File: src/mss_pkg.sv
package mss_pkg;

  localparam int unsigned SampleW  = 10;
  localparam int unsigned CountW   = 16;
  localparam int unsigned DutyW    = 8;
  localparam int unsigned LevelW   = 3;
  localparam int unsigned CfgDataW = 40;
  localparam int unsigned CfgIdxW  = 2;
  localparam int unsigned NumSteps = 5;
  localparam int unsigned StepSecW = 3;
  localparam int unsigned SumW     = 5;

  typedef enum logic [CfgIdxW-1:0] {
    REG_LOAD_THRESHOLD = 2'd0,
    REG_RUN_SECONDS    = 2'd1,
    REG_LEVEL_BOUNDS   = 2'd2,
    REG_DUTY_STEPS     = 2'd3
  } cfg_idx_t;

  localparam logic [SampleW-1:0]  LoadThresholdReset = 10'd200;
  localparam logic [CountW-1:0]   RunSecondsReset    = 16'd50;
  localparam logic [CfgDataW-1:0] LevelBoundsReset   = 40'd1010114898440;
  localparam logic [CfgDataW-1:0] DutyStepsReset     = 40'd275197265153;

  localparam logic [LevelW-1:0] LevelMax = 3'd4;

  // seconds spent on each duty step, one row per ramp level
  localparam logic [StepSecW-1:0] STEP_SECS [NumSteps][NumSteps] = '{
    '{3'd3, 3'd3, 3'd3, 3'd5, 3'd3},
    '{3'd2, 3'd2, 3'd2, 3'd5, 3'd2},
    '{3'd2, 3'd2, 3'd2, 3'd2, 3'd2},
    '{3'd1, 3'd1, 3'd1, 3'd1, 3'd1},
    '{3'd0, 3'd0, 3'd0, 3'd0, 3'd0}
  };

  typedef struct packed {
    logic [SampleW-1:0]  load_threshold;
    logic [CountW-1:0]   run_seconds;
    logic [CfgDataW-1:0] level_bounds;
    logic [CfgDataW-1:0] duty_steps;
  } cfg_t;

  typedef struct packed {
    logic              running;
    logic [LevelW-1:0] ramp_level;
    logic [CountW-1:0] seconds_count;
    logic [DutyW-1:0]  duty_now;
    logic [LevelW-1:0] led_shown;
  } seq_state_t;

endpackage

File: src/mss_if.sv
interface mss_in_if;
  import mss_pkg::*;
  logic               valid;
  logic               ready;
  logic [SampleW-1:0] ramp_pot_sample;
  logic [SampleW-1:0] load_sample;
  modport source (output valid, ramp_pot_sample, load_sample, input ready);
  modport sink   (input valid, ramp_pot_sample, load_sample, output ready);
endinterface

interface mss_out_if;
  import mss_pkg::*;
  logic              valid;
  logic              ready;
  logic [DutyW-1:0]  pwm_duty;
  logic              pwm_enable;
  logic [LevelW-1:0] led_level;
  logic [CountW-1:0] seconds_run;
  modport source (output valid, pwm_duty, pwm_enable, led_level, seconds_run, input ready);
  modport sink   (input valid, pwm_duty, pwm_enable, led_level, seconds_run, output ready);
endinterface

File: src/mss_cfg_regs.sv
module mss_cfg_regs
  import mss_pkg::*;
(
  input  logic                clk,
  input  logic                rst_n,
  input  logic                cfg_we,
  input  logic [CfgIdxW-1:0]  cfg_idx,
  input  logic [CfgDataW-1:0] cfg_wdata,
  output cfg_t                cfg
);

  cfg_t cfg_r;

  always_ff @(posedge clk) begin
    if (!rst_n) begin
      cfg_r.load_threshold <= LoadThresholdReset;
      cfg_r.run_seconds    <= RunSecondsReset;
      cfg_r.level_bounds   <= LevelBoundsReset;
      cfg_r.duty_steps     <= DutyStepsReset;
    end else if (cfg_we) begin
      unique case (cfg_idx_t'(cfg_idx))
        REG_LOAD_THRESHOLD: cfg_r.load_threshold <= cfg_wdata[SampleW-1:0];
        REG_RUN_SECONDS:    cfg_r.run_seconds    <= cfg_wdata[CountW-1:0];
        REG_LEVEL_BOUNDS:   cfg_r.level_bounds   <= cfg_wdata;
        REG_DUTY_STEPS:     cfg_r.duty_steps     <= cfg_wdata;
        default: ;
      endcase
    end
  end

  assign cfg = cfg_r;

endmodule

File: src/mss_step_logic.sv
module mss_step_logic
  import mss_pkg::*;
(
  input  cfg_t               cfg,
  input  seq_state_t         state,
  input  logic [SampleW-1:0] ramp_pot_sample,
  input  logic [SampleW-1:0] load_sample,
  output seq_state_t         state_nxt
);

  logic [LevelW-1:0] quant_level;
  logic [LevelW-1:0] row;
  logic [SumW-1:0]   sums [NumSteps-1];
  logic [LevelW-1:0] step_idx;
  logic [CountW-1:0] cnt_inc;
  seq_state_t        st;

  // first bound the sample lies below gives the level
  always_comb begin
    quant_level = LevelMax;
    for (int k = NumSteps - 2; k >= 0; k--) begin
      if (ramp_pot_sample < cfg.level_bounds[k*SampleW +: SampleW]) begin
        quant_level = LevelW'(k);
      end
    end
  end

  assign row     = (state.ramp_level > LevelMax) ? LevelMax : state.ramp_level;
  assign cnt_inc = state.seconds_count + CountW'(1);

  // running sums over the selected row, first one above the counter picks the step
  always_comb begin
    sums[0] = SumW'(STEP_SECS[row][0]);
    for (int k = 1; k < NumSteps - 1; k++) begin
      sums[k] = sums[k-1] + SumW'(STEP_SECS[row][k]);
    end
    step_idx = LevelMax;
    for (int k = NumSteps - 2; k >= 0; k--) begin
      if (cnt_inc < CountW'(sums[k])) begin
        step_idx = LevelW'(k);
      end
    end
  end

  always_comb begin
    st = state;
    if (!state.running) begin
      st.ramp_level = quant_level;
      st.led_shown  = quant_level;
      if (load_sample < cfg.load_threshold) begin
        st.running = 1'b1;
      end
    end else begin
      st.seconds_count = cnt_inc;
      st.duty_now      = cfg.duty_steps[step_idx*DutyW +: DutyW];
      st.led_shown     = step_idx;
    end
    if (st.seconds_count >= cfg.run_seconds) begin
      st.running       = 1'b0;
      st.seconds_count = '0;
      st.duty_now      = '0;
    end
    state_nxt = st;
  end

endmodule

File: src/motor_soft_start_sequencer_core.sv
// channel  | dir | handshake          | payload
// in_ch    | in  | valid/ready        | ramp_pot_sample, load_sample (one tick)
// out_ch   | out | valid/ready        | pwm_duty, pwm_enable, led_level, seconds_run
// cfg_*    | in  | cfg_we, no ready   | cfg_idx selects register, cfg_wdata 40 bit
//
// one request per cycle sustained while results are taken: a tick is held in the input
// register, the step logic updates the sequencer state and loads the result register
// result valid once the result register loads; a stalled result holds the tick back
// rst_n is synchronous; state and config return to their reset values
// a stalled result holds the input register, which then holds the input side
module motor_soft_start_sequencer_core
  import mss_pkg::*;
(
  input  logic                clk,
  input  logic                rst_n,
  mss_in_if.sink              in_ch,
  mss_out_if.source           out_ch,
  input  logic                cfg_we,
  input  logic [CfgIdxW-1:0]  cfg_idx,
  input  logic [CfgDataW-1:0] cfg_wdata
);

  cfg_t cfg;

  // input register
  logic               in_v_r;
  logic [SampleW-1:0] in_tcs_r;
  logic [SampleW-1:0] in_load_r;

  // sequencer state and result register
  seq_state_t        state_r;
  seq_state_t        state_nxt;
  logic              out_v_r;
  logic [DutyW-1:0]  out_duty_r;
  logic              out_en_r;
  logic [LevelW-1:0] out_led_r;
  logic [CountW-1:0] out_secs_r;

  logic advance;
  logic in_take;

  mss_cfg_regs u_cfg (
    .clk       (clk),
    .rst_n     (rst_n),
    .cfg_we    (cfg_we),
    .cfg_idx   (cfg_idx),
    .cfg_wdata (cfg_wdata),
    .cfg       (cfg)
  );

  mss_step_logic u_step (
    .cfg             (cfg),
    .state           (state_r),
    .ramp_pot_sample (in_tcs_r),
    .load_sample     (in_load_r),
    .state_nxt       (state_nxt)
  );

  // the held tick moves on whenever the result slot is free or being drained
  assign advance      = in_v_r && (!out_v_r || out_ch.ready);
  assign in_ch.ready  = !in_v_r || advance;
  assign in_take      = in_ch.valid && in_ch.ready;

  always_ff @(posedge clk) begin
    if (!rst_n) begin
      in_v_r  <= 1'b0;
      out_v_r <= 1'b0;
      state_r <= '0;
    end else begin
      if (in_ch.ready) begin
        in_v_r <= in_ch.valid;
      end
      if (advance) begin
        state_r <= state_nxt;
        out_v_r <= 1'b1;
      end else if (out_ch.ready) begin
        out_v_r <= 1'b0;
      end
    end
  end

  // payload registers, no reset needed
  always_ff @(posedge clk) begin
    if (in_take) begin
      in_tcs_r  <= in_ch.ramp_pot_sample;
      in_load_r <= in_ch.load_sample;
    end
    if (advance) begin
      out_duty_r <= state_nxt.duty_now;
      out_en_r   <= state_nxt.running;
      out_led_r  <= state_nxt.led_shown;
      out_secs_r <= state_nxt.seconds_count;
    end
  end

  assign out_ch.valid       = out_v_r;
  assign out_ch.pwm_duty    = out_duty_r;
  assign out_ch.pwm_enable  = out_en_r;
  assign out_ch.led_level   = out_led_r;
  assign out_ch.seconds_run = out_secs_r;

endmodule

File: src/flat_wrapper.sv
// flat-port wrapper written by rule: the top's interface ports become plain ports
module motor_soft_start_sequencer_core_flat import mss_pkg::*;
  (clk, rst_n, cfg_we, cfg_idx, cfg_wdata, in_ch_valid, in_ch_ramp_pot_sample, in_ch_load_sample, in_ch_ready, out_ch_valid, out_ch_pwm_duty, out_ch_pwm_enable, out_ch_led_level, out_ch_seconds_run, out_ch_ready);
  mss_in_if in_ch_i ();
  mss_out_if out_ch_i ();
  input  logic clk;
  input  logic rst_n;
  input  logic cfg_we;
  input  logic [CfgIdxW-1:0] cfg_idx;
  input  logic [CfgDataW-1:0] cfg_wdata;
  input wire logic [$bits(in_ch_i.valid)-1:0] in_ch_valid;
  input wire logic [$bits(in_ch_i.ramp_pot_sample)-1:0] in_ch_ramp_pot_sample;
  input wire logic [$bits(in_ch_i.load_sample)-1:0] in_ch_load_sample;
  output wire logic [$bits(in_ch_i.ready)-1:0] in_ch_ready;
  output wire logic [$bits(out_ch_i.valid)-1:0] out_ch_valid;
  output wire logic [$bits(out_ch_i.pwm_duty)-1:0] out_ch_pwm_duty;
  output wire logic [$bits(out_ch_i.pwm_enable)-1:0] out_ch_pwm_enable;
  output wire logic [$bits(out_ch_i.led_level)-1:0] out_ch_led_level;
  output wire logic [$bits(out_ch_i.seconds_run)-1:0] out_ch_seconds_run;
  input wire logic [$bits(out_ch_i.ready)-1:0] out_ch_ready;
  assign in_ch_i.valid = in_ch_valid;
  assign in_ch_i.ramp_pot_sample = in_ch_ramp_pot_sample;
  assign in_ch_i.load_sample = in_ch_load_sample;
  assign in_ch_ready = in_ch_i.ready;
  assign out_ch_valid = out_ch_i.valid;
  assign out_ch_pwm_duty = out_ch_i.pwm_duty;
  assign out_ch_pwm_enable = out_ch_i.pwm_enable;
  assign out_ch_led_level = out_ch_i.led_level;
  assign out_ch_seconds_run = out_ch_i.seconds_run;
  assign out_ch_i.ready = out_ch_ready;
  motor_soft_start_sequencer_core u_core (.clk(clk), .rst_n(rst_n), .in_ch(in_ch_i), .out_ch(out_ch_i), .cfg_we(cfg_we), .cfg_idx(cfg_idx), .cfg_wdata(cfg_wdata));
endmodule
File: config.mk
export PLATFORM = sky130hd
export DESIGN_NAME = motor_soft_start_sequencer_core_flat
export DESIGN_NICKNAME = d
export VERILOG_FILES = /design/src/mss_pkg.sv /design/src/mss_if.sv /design/src/mss_cfg_regs.sv /design/src/mss_step_logic.sv /design/src/motor_soft_start_sequencer_core.sv /design/src/flat_wrapper.sv
export SDC_FILE = /design/constraint.sdc
export NUM_CORES = 1
export LEC_CHECK = 0
export BUFFER_PORTS_ARGS = -buffer_cell sky130_fd_sc_hd__buf_2
export CORE_ASPECT_RATIO = 1.1
export CORE_MARGIN = 8
export CORE_UTILIZATION = 40
export CTS_CLUSTER_DIAMETER = 200
export DETAILED_ROUTE_END_ITERATION = 6
export PLACE_DENSITY_LB_ADDON = 0.1
export SLEW_MARGIN = 20
export SYNTH_ARGS = -nofsm -noshare
export SYNTH_HDL_FRONTEND = slang
export SYNTH_SLANG_ARGS = --single-unit
File: constraint.sdc
create_clock -name clk -period 3.4 [get_ports clk]
set_input_delay 0 -clock clk [delete_from_list [all_inputs] [get_ports clk]]
set_output_delay 0 -clock clk [all_outputs]
set_load 0.005 [all_outputs]
==> results.json <==
{
  "min_delay_path_depth": 4,
  "hold-worst-slack_ns": 0.0589,
  "first_iter_violations": 491,
  "syn_area_per_cell_um2": 8.80,
  "vias_in_the_first_global_route": 7954,
  "beginning_of_the_worst_register_to_register_path": "u_core.state_r[29]",
  "drive_gt1_share_pct": 19.6,
  "leakagePower_nw": 5.06,
  "setup_viol_count_final": 0,
  "yosys_register_bits": 184,
  "floorplan.core_area_um2": 23500,
  "vias_per_cell": 5.00,
  "pre_cts_ws_ns": -0.0185,
  "cts_root_buf": "clkbuf_16",
  "hpwlAfterDp_mm": 18.8,
  "finalWeightedCongestion": 0.846,
  "power.sequential.fraction_pct": 49.6,
  "multi_input_comb_area_um2": 4990,
  "route.final.wire_length_mm": 26.3,
  "netlist.top_cell.by_area": "dfxtp_1",
  "holdCritStartpoint": "cfg_idx[0]",
  "net_switching_power_of_the_design_mw": 1.20,
  "nFillCells": 2229,
  "tritoncts.num_buffers": 17,
  "share_comb_of_total_power_pct": 11.4,
  "max_cap_violations": 0,
  "area_delta_synth_final_pct": 27.1,
  "place.port_buffers": 96,
  "cts_buffer_depth": 2,
  "max_slew.worst_pin.slew_ns": 1.02,
  "place_inst": 1476,
  "worst-endpoint-arrival_ns": 3.52,
  "synth_top_area_share_pct": 28.6,
  "clockPowerShare_pct": 39.0,
  "ys_types": 65,
  "placed_cell_area_um2": 10600,
  "path_class": "flop to flop",
  "vias": 7923,
  "worstSkewPairLatency_ns": 0.43,
  "die_h_um": 178,
  "clk_pin_slew_worst_paths_ns": 0.07,
  "route.detailed.wl_per_inst_um": 16.6,
  "die_area_um2": 29000,
  "outcome": "complete, no violations",
  "insertedDiodeCount": 0,
  "postSynth.topFlopCell": "dfxtp_1",
  "postSynth.asyncResetShare_pct": 0,
  "timing.fmax_ghz": 0.305,
  "path_max_fanout": 7,
  "final.min_clock_period_ns": 3.28,
  "cts.htree.levels": 4,
  "power.ir.vdd_worst_mv": 0.357,
  "worstSetupStartpointType": "flop",
  "placement_rows": 59,
  "final_worst_setup_slack_ns": 0.122,
  "post_synth_instance_area_um2": 9510,
  "critical_path.reg2reg.endpoint": "u_core.out_ch.pwm_duty[5]",
  "rr_worst_depth": 15,
  "reg2reg_setup_slack_ns": 0.12,
  "finish.instance_area_um2": 12100,
  "tritoncts": "yes",
  "antenna_left": 0,
  "slowest_stage": "dfxtp_4",
  "cts.sink_count": 184,
  "cp-end-kind": "flop",
  "synth_area_leaders": "dfxtp_1 (29%), edfxtp_1 (15%), ha_1 (9.7%)",
  "min_delay_worst_endpoint": "u_core.u_cfg.cfg[97]",
  "yosys_warnings": 0,
  "timing.critical_path.cells": "nand2b_4 > inv_2 > ha_4 > or3_1 > ha_1 > o21ai_0 > o21bai_1 > a21oi_2 > buf_4 > o221ai_2 > buf_4 > o22a_1 > o22ai_1 > or2_1 > a311oi_2",
  "netSwitchingFraction_pct": 25.1,
  "finalNetCount": 1408,
  "io_pins": 97,
  "synth_cells": 1081,
  "globalRouteTotalUtil_pct": 18.3,
  "grt_antenna_before_repair": 0,
  "share_of_synthesized_area_occupied_by_flip_flops_and_latches_pct": 43.8,
  "grt_start_max_net_pins": 108,
  "timing.final.max_slew_violations": 0,
  "dieWidth_um": 163,
  "slew_headroom_pct": 32.1,
  "synth_edf_count": 48,
  "timing.critical_path.slowest_cell_delay_ns": 0.38,
  "remaining_drc_errors": 0,
  "final.period_utilization_pct": 96.4,
  "pint_mw": 3.59,
  "drt_pre_antenna_iters": 4,
  "power_density_nw_per_um2": 397,
  "worst_clock_skew_ns": 0.0113,
  "initial_utilization_pct": 40.4,
  "critPathMostFrequentCell": "buf_4",
  "seqCellArea_um2": 4180,
  "global_route_wire_length_before_repair_mm": 42.1,
  "layoutNonFillerInstCount": 1585,
  "grt_overflow_total": 0,
  "hold_path_class": "input port to flop",
  "required_ns": 3.65,
  "syn-num-nets": 1222,
  "finalHoldViolCount": 0
}
power groups by stage:
| stage | combinational (mW) | sequential, mW | clock [mW] |
|---|---|---|---|
| CTS | 0.539 | 2.38 | 1.92 |
| finish | 0.547 | 2.38 | 1.87 |
| global route | 0.616 | 2.38 | 2.02 |
| detailed placement | 0.477 | 2.43 | 0 |
| global placement | 0.473 | 2.43 | 0 |
| floorplan | 0.291 | 2.41 | 0 |
synthesized netlist by cell type, types with 8 or more instances:
cell / n
a21boi_0: 74
a21o_1: 9
a21oi_1: 27
a22o_1: 8
buf_2: 10
clkbuf_1: 44
dfxtp_1: 136
edfxtp_1: 48
ha_1: 74
inv_1: 83
nand2_1: 242
nand2b_1: 13
nand3_1: 27
nand4_1: 16
nor2_1: 46
o211ai_1: 34
o21ai_0: 35
o22a_1: 9
o22ai_1: 10
or2_1: 9
xnor2_1: 12
xor2_1: 11
worst max-delay path, delay by kind of cell (launching register included):
kind | cells | cell delay (ns)
compound gates | 7 | 1.13
simple gates | 3 | 0.73
fa+ha+maj | 2 | 0.45
buf+inv | 3 | 0.39
flops | 1 | 0.38
registers in the layout, indices dropped and copies added (netlist names), 3 cells and up:
| name | flops |
|---|---|
| u_core.in_load_r | 10 |
| u_core.out_ch.led_level | 3 |
| u_core.in_tcs_r | 10 |
| u_core.u_cfg.cfg | 106 |
| u_core.state_r | 28 |
| u_core.out_ch.seconds_run | 16 |
| u_core.out_ch.pwm_duty | 8 |
final cells by class:
| cell class | instances | share of cell area, % |
|---|---|---|
| Multi-Input combinational cell | 752 | 41.3 |
| Clock inverter | 12 | 0.859 |
| Clock buffer | 20 | 3.61 |
| Timing Repair Buffer | 229 | 13.9 |
| Sequential cell | 184 | 34.6 |
| Tap cell | 305 | 3.16 |
| Inverter | 83 | 2.58 |
worst max-delay path by stage:
stage,start,cells past startpoint,to
finish,u_core.state_r[29],15,u_core.out_ch.pwm_duty[5]
global route,u_core.state_r[18],14,u_core.state_r[3]
CTS,u_core.state_r[29],14,u_core.out_ch.pwm_duty[5]
detailed placement,u_core.state_r[12],13,u_core.state_r[6]
global placement,u_core.state_r[12],13,u_core.state_r[7]
floorplan,u_core.state_r[29],14,u_core.out_ch.pwm_duty[2]
through the flow:
step	setup TNS, ns	total power, mW	util, %
final	0	4.79	51.3
after global routing	-0.486	5.01	51.3
after CTS	0	4.84	50.2
after detailed placement	-0.0842	2.90	45.1
after global placement	0	2.90	45.1
after floorplan	-0.00768	2.70	-
metal layers:
| metal | track usage [%] | routed length (µm) | vias to the layer above |
|---|---|---|---|
| met5 | 0 | 0 | - |
| met4 | 5.89 | 629 | 0 |
| met3 | 3.41 | 960 | 37 |
| met2 | 30.6 | 12400 | 134 |
| met1 | 23.4 | 12300 | 3670 |
| li1 | - | - | 4082 |
cells by family (layout without fill, tap and decap cells):
kind of cell | after synthesis | after routing | share of synthesized area (%)
multiplexers | 3 | 3 | 0.316
adder cells (fa/ha/maj) | 74 | 74 | 9.73
AO/OA/AOI/OAI | 250 | 250 | 19.2
buffers and inverters | 145 | 344 | 6.05
XOR/XNOR | 23 | 23 | 2.12
flip-flops | 184 | 184 | 43.8
AND/OR/NAND/NOR | 402 | 402 | 18.8
cell usage in the layout (no fill, tap or decap), types with 6 or more instances in the layout:
master and n:
clkbuf_16 17, o211ai_1 34, xnor2_1 9, edfxtp_1 48, a21o_1 9, xor2_1 10, ha_1 68, o21a_1 7
nand3_1 25, a21boi_0 74, a22o_1 8, inv_1 82, nand2_1 241, and2_1 6, or2_1 9, o22a_1 8
a21oi_1 26, a311oi_2 7, nor3_1 6, buf_4 63, nand4_1 16, nand2b_1 12, o22ai_1 9, nor2_1 42
dfxtp_1 129, buf_2 95, dlygate4sd3_1 66, o21ai_0 33
repair_timing:
item | in CTS | in global routing
cloned | 0 | 0
setup endpoints to repair | 9 | 17
pin swaps | 0 | 19
buffers inserted | 0 | 11
hold buffers | 66 | 0
resized for setup | 4 | 40
hold endpoints to repair | 139 | 0
No activity file was read; power rests on OpenSTA's default activity.
